<file path="config.mk">
export PLATFORM = sky130hd
export DESIGN_NAME = forbidden_subgraph_edge_toggler
export DESIGN_NICKNAME = d
export VERILOG_FILES = /design/src/design/fsed_pkg.sv /design/src/design/fsed_ucode_rom.sv /design/src/design/fsed_adj_ram.sv /design/src/design/fsed_pattern_eval.sv /design/src/design/forbidden_subgraph_edge_toggler.sv
export SDC_FILE = /design/constraint.sdc
export NUM_CORES = 2
export LEC_CHECK = 0
export ABC_AREA = 1
export BUFFER_PORTS_ARGS = -buffer_cell sky130_fd_sc_hd__clkbuf_2
export CAP_MARGIN = 10
export CORE_ASPECT_RATIO = 1.25
export CORE_MARGIN = 3
export CORE_UTILIZATION = 45
export CTS_CLUSTER_DIAMETER = 100
export DETAILED_ROUTE_END_ITERATION = 8
export GPL_ROUTABILITY_DRIVEN = 1
export PLACE_DENSITY = 0.71
export RECOVER_POWER = 100
export SYNTH_ARGS = -nofsm -noshare
export SYNTH_HDL_FRONTEND = slang
export SYNTH_SLANG_ARGS = --single-unit
</file>
<file path="constraint.sdc">
create_clock -name clock -period 4 [get_ports clock]
set_input_delay 0.4 -clock clock [delete_from_list [all_inputs] [get_ports clock]]
set_output_delay 0.4 -clock clock [all_outputs]
set_load 0.1 [all_outputs]
</file>
<file path="src/design/fsed_pkg.sv">
`timescale 1ns / 1ps
// Shared types, codes and widths for the forbidden subgraph edge toggler.
// Used by the microcode ROM, the pattern evaluator, the top level and the checker.
package fsed_pkg;

   localparam int VTX_W      = 5;
   localparam int OP_W       = 2;
   localparam int OUTC_W     = 3;
   localparam int PAT_W      = 3;
   localparam int VCNT_W     = 6;
   localparam int TALLY_W    = 9;
   localparam int ROW_OUT_W  = 32;
   localparam int CSR_IDX_W  = 1;
   localparam int CSR_DATA_W = 6;
   localparam int CMP_W      = 7;
   localparam int PC_W       = 5;

   typedef logic [OP_W-1:0]   op_type;
   typedef logic [OUTC_W-1:0] outcome_type;
   typedef logic [PAT_W-1:0]  pattern_type;
   typedef logic [PC_W-1:0]   pc_type;
   typedef logic [3:0]        act_type;
   typedef logic [3:0]        cond_type;

   localparam logic [TALLY_W-1:0] TALLY_MAX = 9'd511;

   localparam op_type OP_TOGGLE = 2'd0;
   localparam op_type OP_RESET  = 2'd1;
   localparam op_type OP_READ   = 2'd2;
   localparam op_type OP_UNUSED = 2'd3;

   localparam outcome_type OUT_REMOVED = 3'd0;
   localparam outcome_type OUT_ADDED   = 3'd1;
   localparam outcome_type OUT_FORBID  = 3'd2;
   localparam outcome_type OUT_IGNORED = 3'd3;
   localparam outcome_type OUT_RESET   = 3'd4;
   localparam outcome_type OUT_READ    = 3'd5;
   localparam outcome_type OUT_INVALID = 3'd6;

   localparam pattern_type PAT_TRI    = 3'd0;
   localparam pattern_type PAT_C4     = 3'd1;
   localparam pattern_type PAT_EITHER = 3'd2;
   localparam pattern_type PAT_K23    = 3'd3;
   localparam pattern_type PAT_HOUSE  = 3'd4;
   localparam pattern_type PAT_BULL   = 3'd5;
   localparam pattern_type PAT_BOWTIE = 3'd6;
   localparam pattern_type PAT_K4     = 3'd7;

   localparam logic [CSR_IDX_W-1:0] REG_PATTERN = 1'd0;
   localparam logic [CSR_IDX_W-1:0] REG_VCOUNT  = 1'd1;

   // Datapath actions.
   localparam act_type A_NOP       = 4'd0;
   localparam act_type A_ACCEPT    = 4'd1;
   localparam act_type A_RDUV      = 4'd2;
   localparam act_type A_LDUV      = 4'd3;
   localparam act_type A_SCAN_INIT = 4'd4;
   localparam act_type A_OUT_RD    = 4'd5;
   localparam act_type A_OUT_LD    = 4'd6;
   localparam act_type A_IN        = 4'd7;
   localparam act_type A_I_INC     = 4'd8;
   localparam act_type A_WRU       = 4'd9;
   localparam act_type A_WRV       = 4'd10;
   localparam act_type A_EMIT      = 4'd11;

   // Jump conditions.
   localparam cond_type C_ALWAYS   = 4'd0;
   localparam cond_type C_NEVER    = 4'd1;
   localparam cond_type C_NOSTART  = 4'd2;
   localparam cond_type C_OP_RESET = 4'd3;
   localparam cond_type C_OP_READ  = 4'd4;
   localparam cond_type C_OP_BAD   = 4'd5;
   localparam cond_type C_OVER     = 4'd6;
   localparam cond_type C_BADEP    = 4'd7;
   localparam cond_type C_EDGE     = 4'd8;
   localparam cond_type C_SCAN_END = 4'd9;
   localparam cond_type C_NO_NEST  = 4'd10;
   localparam cond_type C_IN_MORE  = 4'd11;
   localparam cond_type C_HIT      = 4'd12;

   // Program addresses.
   localparam pc_type PC_IDLE     = 5'd0;
   localparam pc_type PC_RDUV     = 5'd1;
   localparam pc_type PC_LDUV     = 5'd2;
   localparam pc_type PC_CHK_READ = 5'd3;
   localparam pc_type PC_CHK_OP   = 5'd4;
   localparam pc_type PC_CHK_OVER = 5'd5;
   localparam pc_type PC_CHK_EP   = 5'd6;
   localparam pc_type PC_CHK_EDGE = 5'd7;
   localparam pc_type PC_SCAN     = 5'd8;
   localparam pc_type PC_OUT_RD   = 5'd9;
   localparam pc_type PC_OUT_LD   = 5'd10;
   localparam pc_type PC_NEST     = 5'd11;
   localparam pc_type PC_IN       = 5'd12;
   localparam pc_type PC_OUT_NEXT = 5'd13;
   localparam pc_type PC_DECIDE   = 5'd14;
   localparam pc_type PC_ADD_U    = 5'd15;
   localparam pc_type PC_ADD_V    = 5'd16;
   localparam pc_type PC_ADD_E    = 5'd17;
   localparam pc_type PC_RM_U     = 5'd18;
   localparam pc_type PC_RM_V     = 5'd19;
   localparam pc_type PC_RM_E     = 5'd20;
   localparam pc_type PC_E_FORBID = 5'd21;
   localparam pc_type PC_E_IGNORE = 5'd22;
   localparam pc_type PC_E_INVAL  = 5'd23;
   localparam pc_type PC_E_READ   = 5'd24;
   localparam pc_type PC_E_RESET  = 5'd25;

   typedef struct packed {
      act_type     act;
      cond_type    cond;
      pc_type      target;
      outcome_type outc;
   } ctrl_word_type;

   typedef struct packed {
      logic init_hit;
      logic outer_hit;
      logic nest;
      logic inner_hit;
   } eval_flags_type;

endpackage

</file>
<file path="src/design/fsed_ucode_rom.sv">
`timescale 1ns / 1ps
// Microcode ROM: one control word per program step.
// Depends on fsed_pkg for the action, condition and address codes.
module fsed_ucode_rom (
   input  fsed_pkg::pc_type        pc,
   output fsed_pkg::ctrl_word_type word
);
   import fsed_pkg::*;

   always_comb begin
      word = '{act: A_NOP, cond: C_ALWAYS, target: PC_IDLE, outc: OUT_INVALID};
      case (pc)
         PC_IDLE:     word = '{act: A_ACCEPT, cond: C_NOSTART, target: PC_IDLE, outc: OUT_INVALID};
         PC_RDUV:     word = '{act: A_RDUV, cond: C_NEVER, target: PC_IDLE, outc: OUT_INVALID};
         PC_LDUV:     word = '{act: A_LDUV, cond: C_OP_RESET, target: PC_E_RESET,
                               outc: OUT_INVALID};
         PC_CHK_READ: word = '{act: A_NOP, cond: C_OP_READ, target: PC_E_READ, outc: OUT_INVALID};
         PC_CHK_OP:   word = '{act: A_NOP, cond: C_OP_BAD, target: PC_E_INVAL, outc: OUT_INVALID};
         PC_CHK_OVER: word = '{act: A_NOP, cond: C_OVER, target: PC_E_IGNORE, outc: OUT_INVALID};
         PC_CHK_EP:   word = '{act: A_NOP, cond: C_BADEP, target: PC_E_INVAL, outc: OUT_INVALID};
         PC_CHK_EDGE: word = '{act: A_NOP, cond: C_EDGE, target: PC_RM_U, outc: OUT_INVALID};
         PC_SCAN:     word = '{act: A_SCAN_INIT, cond: C_NEVER, target: PC_IDLE,
                               outc: OUT_INVALID};
         PC_OUT_RD:   word = '{act: A_OUT_RD, cond: C_SCAN_END, target: PC_DECIDE,
                               outc: OUT_INVALID};
         PC_OUT_LD:   word = '{act: A_OUT_LD, cond: C_NEVER, target: PC_IDLE, outc: OUT_INVALID};
         PC_NEST:     word = '{act: A_NOP, cond: C_NO_NEST, target: PC_OUT_NEXT,
                               outc: OUT_INVALID};
         PC_IN:       word = '{act: A_IN, cond: C_IN_MORE, target: PC_IN, outc: OUT_INVALID};
         PC_OUT_NEXT: word = '{act: A_I_INC, cond: C_ALWAYS, target: PC_OUT_RD,
                               outc: OUT_INVALID};
         PC_DECIDE:   word = '{act: A_NOP, cond: C_HIT, target: PC_E_FORBID, outc: OUT_INVALID};
         PC_ADD_U:    word = '{act: A_WRU, cond: C_NEVER, target: PC_IDLE, outc: OUT_INVALID};
         PC_ADD_V:    word = '{act: A_WRV, cond: C_NEVER, target: PC_IDLE, outc: OUT_INVALID};
         PC_ADD_E:    word = '{act: A_EMIT, cond: C_ALWAYS, target: PC_IDLE, outc: OUT_ADDED};
         PC_RM_U:     word = '{act: A_WRU, cond: C_NEVER, target: PC_IDLE, outc: OUT_INVALID};
         PC_RM_V:     word = '{act: A_WRV, cond: C_NEVER, target: PC_IDLE, outc: OUT_INVALID};
         PC_RM_E:     word = '{act: A_EMIT, cond: C_ALWAYS, target: PC_IDLE, outc: OUT_REMOVED};
         PC_E_FORBID: word = '{act: A_EMIT, cond: C_ALWAYS, target: PC_IDLE, outc: OUT_FORBID};
         PC_E_IGNORE: word = '{act: A_EMIT, cond: C_ALWAYS, target: PC_IDLE, outc: OUT_IGNORED};
         PC_E_INVAL:  word = '{act: A_EMIT, cond: C_ALWAYS, target: PC_IDLE, outc: OUT_INVALID};
         PC_E_READ:   word = '{act: A_EMIT, cond: C_ALWAYS, target: PC_IDLE, outc: OUT_READ};
         PC_E_RESET:  word = '{act: A_EMIT, cond: C_ALWAYS, target: PC_IDLE, outc: OUT_RESET};
         default:     word = '{act: A_NOP, cond: C_ALWAYS, target: PC_IDLE, outc: OUT_INVALID};
      endcase
   end

endmodule

</file>
<file path="src/design/fsed_adj_ram.sv">
`timescale 1ns / 1ps
// Adjacency row memory: one write port, two registered read ports, and a
// valid bit per row so that reset and episode clear take effect at once.
module fsed_adj_ram #(
   parameter int ROW_W = 32,
   parameter int DEPTH = 32
) (
   input  logic                     clock,
   input  logic                     reset,
   input  logic                     clear,
   input  logic                     wr_en,
   input  logic [$clog2(DEPTH)-1:0] wr_addr,
   input  logic [ROW_W-1:0]         wr_data,
   input  logic [$clog2(DEPTH)-1:0] rd_addr_a,
   output logic [ROW_W-1:0]         rd_data_a,
   input  logic [$clog2(DEPTH)-1:0] rd_addr_b,
   output logic [ROW_W-1:0]         rd_data_b
);
   logic [ROW_W-1:0] mem [DEPTH];
   logic [DEPTH-1:0] valid_ff;
   logic [DEPTH-1:0] valid_in;
   logic [ROW_W-1:0] rd_a_ff;
   logic [ROW_W-1:0] rd_b_ff;

   always_comb begin
      valid_in = valid_ff;
      if (clear) begin
         valid_in = '0;
      end else if (wr_en) begin
         valid_in[wr_addr] = 1'b1;
      end
   end

   always_ff @(posedge clock) begin
      if (reset) begin
         valid_ff <= '0;
      end else begin
         valid_ff <= valid_in;
      end
   end

   always_ff @(posedge clock) begin
      if (wr_en) begin
         mem[wr_addr] <= wr_data;
      end
      rd_a_ff <= valid_ff[rd_addr_a] ? mem[rd_addr_a] : '0;
      rd_b_ff <= valid_ff[rd_addr_b] ? mem[rd_addr_b] : '0;
   end

   assign rd_data_a = rd_a_ff;
   assign rd_data_b = rd_b_ff;

endmodule

</file>
<file path="src/design/fsed_pattern_eval.sv">
`timescale 1ns / 1ps
// Pattern test unit: row-wide tests for the new edge (u, v) at one outer
// vertex and one inner vertex of the scan. Depends on fsed_pkg.
module fsed_pattern_eval #(
   parameter int ROW_W = 32,
   parameter int IDX_W = 5
) (
   input  fsed_pkg::pattern_type    pattern,
   input  logic [ROW_W-1:0]         row_u,
   input  logic [ROW_W-1:0]         row_v,
   input  logic [ROW_W-1:0]         ex_mask,
   input  logic [ROW_W-1:0]         outer_row,
   input  logic [IDX_W-1:0]         outer_idx,
   input  logic [ROW_W-1:0]         inner_row,
   input  logic [IDX_W-1:0]         inner_idx,
   output fsed_pkg::eval_flags_type flags
);
   import fsed_pkg::*;

   function automatic logic ge2(input logic [ROW_W-1:0] x);
      ge2 = (x & (x - ROW_W'(1))) != '0;
   endfunction

   // True when some p in a leaves b nonempty after removing p.
   function automatic logic pair_ok(input logic [ROW_W-1:0] a, input logic [ROW_W-1:0] b);
      pair_ok = (a != '0) && (b != '0) && (ge2(b) || ((a & ~b) != '0));
   endfunction

   always_comb begin
      logic [ROW_W-1:0] com, bi, bj, t, ax, bx, ri, rj;
      logic ui, vi, ci, tri_hit, c4, k23, k4, bull2;
      logic h_nest, b_nest, house, bull1, bowtie;
      com = row_u & row_v;
      ri  = outer_row;
      rj  = inner_row;
      bi  = ROW_W'(1) << outer_idx;
      bj  = ROW_W'(1) << inner_idx;
      t   = ex_mask | bi;
      ax  = row_u & ~ex_mask;
      bx  = row_v & ~ex_mask;
      ui  = |(row_u & bi);
      vi  = |(row_v & bi);
      ci  = |(com & bi);

      tri_hit = com != '0;
      c4      = ui && ((ri & row_v) != '0);
      k23     = (vi && ge2(row_u & ri)) || (ui && ge2(row_v & ri));
      k4      = ci && ((com & ri) != '0);
      bull2   = ci && (pair_ok(row_u & ~t, row_v & ~t) || pair_ok(row_v & ~t, ri & ~t) ||
                       pair_ok(row_u & ~t, ri & ~t));

      h_nest = ci || ui || vi;
      b_nest = |(ax & bi) || |(bx & bi);

      // House: the five ways the new edge can sit in a square with a roof.
      house = (ci && |(row_u & ~bi & bj) && |(row_v & rj & ~bi)) ||
              (ci && |(ri & ~ex_mask & bj) && |(rj & (row_u | row_v) & ~ex_mask & ~bi)) ||
              (ui && |(row_v & ri & bj) && |(ri & rj & ~ex_mask)) ||
              (vi && |(ri & row_u & bj) && |(row_u & rj & ~bi)) ||
              (ui && |(ri & row_v & bj) && |(row_v & rj & ~bi));
      bull1 = (|(ax & bi) && |(ax & ri & bj) && |((ri | rj) & ~ex_mask & ~bi & ~bj)) ||
              (|(bx & bi) && |(bx & ri & bj) && |((ri | rj) & ~ex_mask & ~bi & ~bj));
      bowtie = ci && ((|(row_u & ~t & bj) && |(row_u & rj & ~t)) ||
                      (|(row_v & ~t & bj) && |(row_v & rj & ~t)) ||
                      (|(ri & ~t & bj) && |(ri & rj & ~t)));

      flags = '0;
      case (pattern)
         PAT_TRI: begin
            flags.init_hit = tri_hit;
         end
         PAT_C4: begin
            flags.outer_hit = c4;
         end
         PAT_EITHER: begin
            flags.init_hit  = tri_hit;
            flags.outer_hit = c4;
         end
         PAT_K23: begin
            flags.outer_hit = k23;
         end
         PAT_HOUSE: begin
            flags.nest      = h_nest;
            flags.inner_hit = house;
         end
         PAT_BULL: begin
            flags.outer_hit = bull2;
            flags.nest      = b_nest;
            flags.inner_hit = bull1;
         end
         PAT_BOWTIE: begin
            flags.nest      = ci;
            flags.inner_hit = bowtie;
         end
         PAT_K4: begin
            flags.outer_hit = k4;
         end
         default: begin
            flags = '0;
         end
      endcase
   end

endmodule

</file>
<file path="src/design/forbidden_subgraph_edge_toggler.sv">
`timescale 1ns / 1ps
// Forbidden subgraph edge toggler. The program handles an episode reset first, then a read, an
// unknown operation, an ignored toggle in an ended episode and bad endpoints, in that order; an
// existing edge is removed, and a new edge is added only after a scan finds no forbidden pattern,
// the inner scan reading one row per cycle for each outer vertex that needs it.
// One transaction at a time; busy drops in the strobe cycle, so the next one can be accepted.
// Synchronous reset clears the graph, edge count and episode flag and restores the registers.
module forbidden_subgraph_edge_toggler #(
   parameter int MAX_VERTICES = 32
) (
   input  logic                                clock,
   input  logic                                reset,
   input  logic                                start,
   output logic                                busy,
   input  fsed_pkg::op_type                    req_operation,
   input  logic [fsed_pkg::VTX_W-1:0]          req_first_vertex,
   input  logic [fsed_pkg::VTX_W-1:0]          req_second_vertex,
   output logic                                rsp_valid,
   output fsed_pkg::outcome_type               rsp_outcome,
   output logic [fsed_pkg::TALLY_W-1:0]        rsp_edge_total,
   output logic                                rsp_episode_ended,
   output logic [fsed_pkg::ROW_OUT_W-1:0]      rsp_neighbour_row,
   input  logic                                csr_write_enable,
   input  logic [fsed_pkg::CSR_IDX_W-1:0]      csr_index,
   input  logic [fsed_pkg::CSR_DATA_W-1:0]     csr_write_data
);
   import fsed_pkg::*;

   localparam int ROW_W = MAX_VERTICES;
   localparam int IDX_W = $clog2(MAX_VERTICES);
   localparam int CNT_W = $clog2(MAX_VERTICES + 1);

   ctrl_word_type  cw;
   eval_flags_type flags;

   pc_type                pc_ff, pc_in;
   pattern_type           pattern_ff, pattern_in;
   logic [VCNT_W-1:0]     vcount_ff, vcount_in;
   op_type                op_ff, op_in;
   logic [VTX_W-1:0]      u_ff, u_in, v_ff, v_in;
   logic [ROW_W-1:0]      ru_ff, ru_in, rv_ff, rv_in, ri_ff, ri_in, orow_ff, orow_in;
   logic [CNT_W-1:0]      i_ff, i_in, j_ff, j_in;
   logic [IDX_W-1:0]      jd_ff, jd_in;
   logic                  pend_ff, pend_in, nest_ff, nest_in, hit_ff, hit_in;
   logic [TALLY_W-1:0]    tally_ff, tally_in;
   logic                  over_ff, over_in;
   logic                  rsp_valid_ff, rsp_valid_in;
   outcome_type           outc_ff, outc_in;
   logic [ROW_W-1:0]      out_row_ff, out_row_in;

   logic [CMP_W-1:0]      vc7, n7, u7, v7, i7, j7;
   logic [ROW_W-1:0]      act_mask, u_bit, v_bit, a_m, b_m, j_m, outer_sel;
   logic [ROW_W-1:0]      rd_a, rd_b, wr_data;
   logic [IDX_W-1:0]      rd_addr_a, rd_addr_b, wr_addr;
   logic                  wr_en, clear, cond_true, emit;

   fsed_ucode_rom u_rom (
      .pc   (pc_ff),
      .word (cw)
   );

   fsed_adj_ram #(
      .ROW_W (ROW_W),
      .DEPTH (MAX_VERTICES)
   ) u_ram (
      .clock     (clock),
      .reset     (reset),
      .clear     (clear),
      .wr_en     (wr_en),
      .wr_addr   (wr_addr),
      .wr_data   (wr_data),
      .rd_addr_a (rd_addr_a),
      .rd_data_a (rd_a),
      .rd_addr_b (rd_addr_b),
      .rd_data_b (rd_b)
   );

   fsed_pattern_eval #(
      .ROW_W (ROW_W),
      .IDX_W (IDX_W)
   ) u_eval (
      .pattern   (pattern_ff),
      .row_u     (a_m),
      .row_v     (b_m),
      .ex_mask   (u_bit | v_bit),
      .outer_row (outer_sel),
      .outer_idx (i_ff[IDX_W-1:0]),
      .inner_row (j_m),
      .inner_idx (jd_ff),
      .flags     (flags)
   );

   always_comb begin
      vc7 = CMP_W'(vcount_ff);
      n7  = (vc7 > CMP_W'(MAX_VERTICES)) ? CMP_W'(MAX_VERTICES) : vc7;
      u7  = CMP_W'(u_ff);
      v7  = CMP_W'(v_ff);
      i7  = CMP_W'(i_ff);
      j7  = CMP_W'(j_ff);
      for (int k = 0; k < ROW_W; k++) begin
         act_mask[k] = CMP_W'(k) < n7;
      end
   end

   assign u_bit     = ROW_W'(1) << u_ff;
   assign v_bit     = ROW_W'(1) << v_ff;
   assign a_m       = ru_ff & act_mask;
   assign b_m       = rv_ff & act_mask;
   assign j_m       = rd_a & act_mask;
   assign outer_sel = (cw.act == A_OUT_LD) ? j_m : ri_ff;
   assign emit      = cw.act == A_EMIT;
   assign clear     = emit && (cw.outc == OUT_RESET);

   // Read port A follows the program: row u, then the outer and inner scan rows.
   always_comb begin
      case (cw.act)
         A_OUT_RD: rd_addr_a = i_ff[IDX_W-1:0];
         A_IN:     rd_addr_a = j_ff[IDX_W-1:0];
         default:  rd_addr_a = IDX_W'(u_ff);
      endcase
   end
   assign rd_addr_b = IDX_W'(v_ff);

   assign wr_en   = (cw.act == A_WRU) || (cw.act == A_WRV);
   assign wr_addr = (cw.act == A_WRU) ? IDX_W'(u_ff) : IDX_W'(v_ff);
   assign wr_data = (cw.act == A_WRU) ? (ru_ff ^ v_bit) : (rv_ff ^ u_bit);

   always_comb begin
      case (cw.cond)
         C_ALWAYS:   cond_true = 1'b1;
         C_NEVER:    cond_true = 1'b0;
         C_NOSTART:  cond_true = !start;
         C_OP_RESET: cond_true = op_ff == OP_RESET;
         C_OP_READ:  cond_true = op_ff == OP_READ;
         C_OP_BAD:   cond_true = op_ff == OP_UNUSED;
         C_OVER:     cond_true = over_ff;
         C_BADEP:    cond_true = (u_ff == v_ff) || (u7 >= n7) || (v7 >= n7);
         C_EDGE:     cond_true = (ru_ff & v_bit) != '0;
         C_SCAN_END: cond_true = hit_ff || (i7 >= n7);
         C_NO_NEST:  cond_true = hit_ff || !nest_ff;
         C_IN_MORE:  cond_true = !hit_ff && ((j7 < n7) || pend_ff);
         C_HIT:      cond_true = hit_ff;
         default:    cond_true = 1'b0;
      endcase
   end

   always_comb begin
      pc_in        = cond_true ? cw.target : pc_ff + PC_W'(1);
      pattern_in   = pattern_ff;
      vcount_in    = vcount_ff;
      op_in        = op_ff;
      u_in         = u_ff;
      v_in         = v_ff;
      ru_in        = ru_ff;
      rv_in        = rv_ff;
      ri_in        = ri_ff;
      orow_in      = orow_ff;
      i_in         = i_ff;
      j_in         = j_ff;
      jd_in        = jd_ff;
      pend_in      = pend_ff;
      nest_in      = nest_ff;
      hit_in       = hit_ff;
      tally_in     = tally_ff;
      over_in      = over_ff;
      rsp_valid_in = 1'b0;
      outc_in      = outc_ff;
      out_row_in   = out_row_ff;

      if (csr_write_enable) begin
         case (csr_index)
            REG_PATTERN: pattern_in = csr_write_data[PAT_W-1:0];
            REG_VCOUNT:  vcount_in  = csr_write_data[VCNT_W-1:0];
            default:     pattern_in = pattern_ff;
         endcase
      end

      case (cw.act)
         A_ACCEPT: begin
            if (start) begin
               op_in = req_operation;
               u_in  = req_first_vertex;
               v_in  = req_second_vertex;
            end
         end
         A_LDUV: begin
            ru_in   = rd_a;
            rv_in   = rd_b;
            orow_in = rd_a;
         end
         A_SCAN_INIT: begin
            i_in   = '0;
            hit_in = flags.init_hit;
         end
         A_OUT_LD: begin
            ri_in   = j_m;
            hit_in  = hit_ff | flags.outer_hit;
            nest_in = flags.nest;
            j_in    = '0;
            pend_in = 1'b0;
         end
         A_IN: begin
            hit_in = hit_ff | (pend_ff & flags.inner_hit);
            if (j7 < n7) begin
               jd_in   = j_ff[IDX_W-1:0];
               j_in    = j_ff + CNT_W'(1);
               pend_in = 1'b1;
            end else begin
               pend_in = 1'b0;
            end
         end
         A_I_INC: begin
            i_in = i_ff + CNT_W'(1);
         end
         A_WRU: begin
            orow_in = ru_ff ^ v_bit;
         end
         A_EMIT: begin
            rsp_valid_in = 1'b1;
            outc_in      = cw.outc;
            out_row_in   = (u7 < n7) ? (orow_ff & act_mask) : '0;
            case (cw.outc)
               OUT_REMOVED: begin
                  if (tally_ff != '0) tally_in = tally_ff - TALLY_W'(1);
               end
               OUT_ADDED: begin
                  if (tally_ff != TALLY_MAX) tally_in = tally_ff + TALLY_W'(1);
               end
               OUT_FORBID: begin
                  over_in = 1'b1;
               end
               OUT_RESET: begin
                  tally_in   = '0;
                  over_in    = 1'b0;
                  out_row_in = '0;
               end
               default: begin
                  over_in = over_ff;
               end
            endcase
         end
         default: begin
            pend_in = pend_ff;
         end
      endcase
   end

   always_ff @(posedge clock) begin
      if (reset) begin
         pc_ff        <= PC_IDLE;
         pattern_ff   <= PAT_C4;
         vcount_ff    <= VCNT_W'(32);
         tally_ff     <= '0;
         over_ff      <= 1'b0;
         rsp_valid_ff <= 1'b0;
         hit_ff       <= 1'b0;
         pend_ff      <= 1'b0;
         nest_ff      <= 1'b0;
      end else begin
         pc_ff        <= pc_in;
         pattern_ff   <= pattern_in;
         vcount_ff    <= vcount_in;
         tally_ff     <= tally_in;
         over_ff      <= over_in;
         rsp_valid_ff <= rsp_valid_in;
         hit_ff       <= hit_in;
         pend_ff      <= pend_in;
         nest_ff      <= nest_in;
      end
   end

   always_ff @(posedge clock) begin
      op_ff      <= op_in;
      u_ff       <= u_in;
      v_ff       <= v_in;
      ru_ff      <= ru_in;
      rv_ff      <= rv_in;
      ri_ff      <= ri_in;
      orow_ff    <= orow_in;
      i_ff       <= i_in;
      j_ff       <= j_in;
      jd_ff      <= jd_in;
      outc_ff    <= outc_in;
      out_row_ff <= out_row_in;
   end

   assign busy              = pc_ff != PC_IDLE;
   assign rsp_valid         = rsp_valid_ff;
   assign rsp_outcome       = outc_ff;
   assign rsp_edge_total    = tally_ff;
   assign rsp_episode_ended = over_ff;
   assign rsp_neighbour_row = ROW_OUT_W'(out_row_ff);

endmodule

</file>
==> results.cfg <==
[synthesis]
synth_simple_gate_area_share_pct = 19.8
netlist_area_sq_mm = 0.0746
synth-seq-cells = 1356
dominant_combinational_cell_family_by_area_after_synthesis = simple AND/OR/NAND/NOR gates
synth.yosys.seq_area_share_pct = 52.3
netlist-cell-type-count = 70
synth_warnings = 0
postSynth.asyncResetShare_pct = 0
synth_adder_area_share_pct = 1.30
synthCells = 8478
muxShareOfSynthArea_pct = 0
ys_dominant_reg_cell = edfxtp_1
syn_nets = 8578
synth_edf_count = 1184
syn-mean-instance-area_sq_um = 8.80
synth_xor_area_share_pct = 0.153
synth_compound_area_share_pct = 19.2

[flow_run]
timing.max_cap.violations = 0

[die]
dieHeight_microns = 461
die_area_sq_mm = 0.171
core_region_area_sq_mm = 0.164
placement_rows = 166
die_w_microns = 370
floorplan.initialDensity_pct = 45.4
boundaryPins = 70

[sta]
transition_at_the_pin_with_the_smallest_max_transition_slack_ns = 1.25
final_max_slew_viols = 0
setup_viol = 1
final_period_minus_worst_setup_slack_ns = 4.03
fin_setup_tns_ns = -0.0297
final-hold-violation-count = 0
timing.clock.skew_ns = 0.0510
final_min_period_over_clock_period_pct = 101
grt_setup_unrepaired = true
max_freq_mhz = 248
max-slew-margin-rel_pct = 16.5
final_ws_setup_ns = -0.0297

[clock_tree]
cts.clk_slew.worst_paths_ns = 0.07
max-clock-path-buffers = 3
cts_num_sinks = 1356
clock_latency_at_the_later_pin_of_the_worst_skew_pair_ns = 0.85
cts-buffers-inserted = 141
htreeDepth = 4
cts-root-buf = clkbuf_16
tritoncts = built

[power_and_ir_drop]
ir_worst_vdd_v = 0.000672
power.share.sequential_pct = 31.1
pwr_density_cell_mw_per_mm2 = 639
combinationalPowerShare_pct = 45.6
power.share.switching_pct = 42.5
power.switching_mw = 25.6
power.static_leakage_nw = 37.5
internal_power_mw = 34.7
power.clock.fraction_pct = 23.3

[cells_and_area]
fillerInstances = 14300
register_area_sq_mm = 0.0390
area_growth_syn_to_layout_pct = 26.4
nets = 9809
most_common_cell_after_layout_fill_and_taps_aside = buf_4
most-common-layout-cells = buf_4, nand2_1, edfxtp_1
drive_gt1_share_pct = 21.5
multi_input_area_sq_mm = 0.0310

[outcome]
run_status = finished, violations left
violations = negative setup slack

[worst_setup_path]
cp_max_fo = 10
timing.reg2reg.setup_slack_ns = -0.03
critical_path.top_delay_family = simple AND/OR/NAND/NOR gates
cp_num_buf_inv = 7
critPathArrivalTime_ns = 4.70
crit_path_end_kind = register
cp.required_ns = 4.67
worst_setup_path_start_kind = register
crit_path_max_incr_delay_ns = 0.49
cpMaxStageDelayCell = edfxtp_1
worst-setup-path-type = reg -> reg
crit_top_cell = nand2_1

[global_route]
overflow = 0
vias_in_the_first_global_route = 74800
globalRouteTotalUtil_pct = 46.1
grt_max_degree = 144
grt_antenna_before_repair = 14
grt_first_pass_wirelength_microns = 555000

[routing]
via_count = 78500
drt.antenna.violating_nets = 0
first_iter_violations = 12500
vias_per_cell = 6.52
drt_drc_violations_left = 0
dr.pass1.iters = 9
totalWireLength_microns = 404000
routed_wire_length_per_instance_microns = 33.6

[placement]
portBuffers = 69
post-place-ws_ns = -0.170
routabilityCongestion = 1.14
place.detailed.hpwl_microns = 289000

[min_path]
min_path_type = in -> reg
==> metal layers <==
layer | part of all wire, % | track usage, % | wire length (microns)
met2 | 45 | 72.2 | 180000
met3 | 11 | 10.4 | 45400
met4 | 11 | 40.6 | 45700
met1 | 33 | 53.0 | 133000
met5 | 0.013 | 0 | 51
==> worst reg2reg max path, stage by stage, from the launching register on <==
cell and delay (ns):
edfxtp_1 0.49, buf_4 0.17, nand2_2 0.09, inv_8 0.11, buf_4 0.14, nand4_1 0.15
nand2_2 0.20, inv_1 0.18, nand3_1 0.16, buf_12 0.14, o21a_1 0.29, nand4_1 0.22
buf_4 0.22, a21oi_1 0.14, buf_4 0.16, nand4_1 0.07, nor2_1 0.12, nand4_1 0.13
nand2_1 0.09, nand3_1 0.08, nand2_1 0.08, nand2_1 0.11, a21oi_1 0.15, nand2_1 0.08
nand2_1 0.06, a21oi_1 0.06
==> through the flow <==
stage / util (%) / power (mW) / area [sq um] / hold WS [ns] / std cells
finish: 57.4 / 60.3 / 94300 / 0.122 / 12000
global route: 57.4 / 61.9 / 94300 / 0.0741 / 12000
CTS: 57.0 / 58.9 / 93700 / 0.0328 / 12000
detailed placement: 53.8 / 44.9 / 88400 / 0.389 / 11700
global placement: 53.8 / 44.7 / 88400 / 0.387 / 11700
floorplan: - / 30.3 / 74600 / 0.386 / 8478
==> state kept, by name, indices dropped and copies added, names as in the netlist, 9 cells and up <==
| name | count |
|---|---|
| rv_ff | 32 |
| rsp_neighbour_row | 32 |
| u_ram.rd_data_b | 32 |
| u_ram.mem | 1024 |
| ru_ff | 32 |
| orow_ff | 32 |
| rsp_edge_total | 9 |
| ri_ff | 32 |
| u_ram.valid_ff | 32 |
| u_ram.rd_data_a | 32 |
| u_rom.word | 16 |
==> final cells by class <==
cell class | count | share of cell area [%]
Antenna cell | 14 | 0.0372
Clock buffer | 178 | 4.13
Clock inverter | 86 | 1.08
Inverter | 939 | 3.78
Multi-Input combinational cell | 5717 | 32.9
Sequential cell | 1356 | 41.4
Tap cell | 2184 | 2.90
Timing Repair Buffer | 1554 | 13.8
==> kinds of logic (layout without fill, tap and decap cells) <==
family	after synthesis	count (layout)
simple gates	3356	3356
fa+ha+maj	77	77
xor+xnor	13	13
compound gates	2271	2271
flops	1356	1356
buf+inv	1405	2757
other cells	0	14
==> repair_timing <==
action / 4_1_cts / 5_1_grt
cloned: 0 / 1
endpoints found under the setup margin: 9 / 53
hold buffers: 18 / 0
gates resized for setup: 23 / 99
pin swaps: 7 / 22
buffers inserted: 7 / 23
hold endpoints to repair: 23 / 0
==> power by group through the flow <==
stage	Clock (mW)	Sequential [mW]	Combinational, mW
floorplan	0	18.7	11.5
global placement	0	18.9	25.8
detailed placement	0	19.0	25.9
CTS	14.1	18.7	26.1
global route	14.6	18.7	28.5
finish	14.1	18.7	27.5
==> cell usage after synthesis, drive strengths merged (121+ instances only) <==
master  number  area [sq um]
nand2     1266          4870
edfxtp    1184         35600
nor2      1009          3950
inv        930          3490
o21ai      791          4000
nand3      649          3290
a21oi      471          2370
clkbuf     308          1160
a22oi      231          1730
o211ai     201          1520
nand4      185          1180
dfxtp      172          3440
buf        158           766
o22ai      121           757
==> worst paths after layout <==
path,start,endpoint,depth (start not counted)
hold / removal,csr_index,vcount_ff[5],3
setup / recovery,rd_addr_b[1],hit_ff,25
hold reg to reg,u_ram.rd_data_b[24],rv_ff[24],0
setup reg to reg,rd_addr_b[1],hit_ff,25
Power figures use the tool's default switching activity.
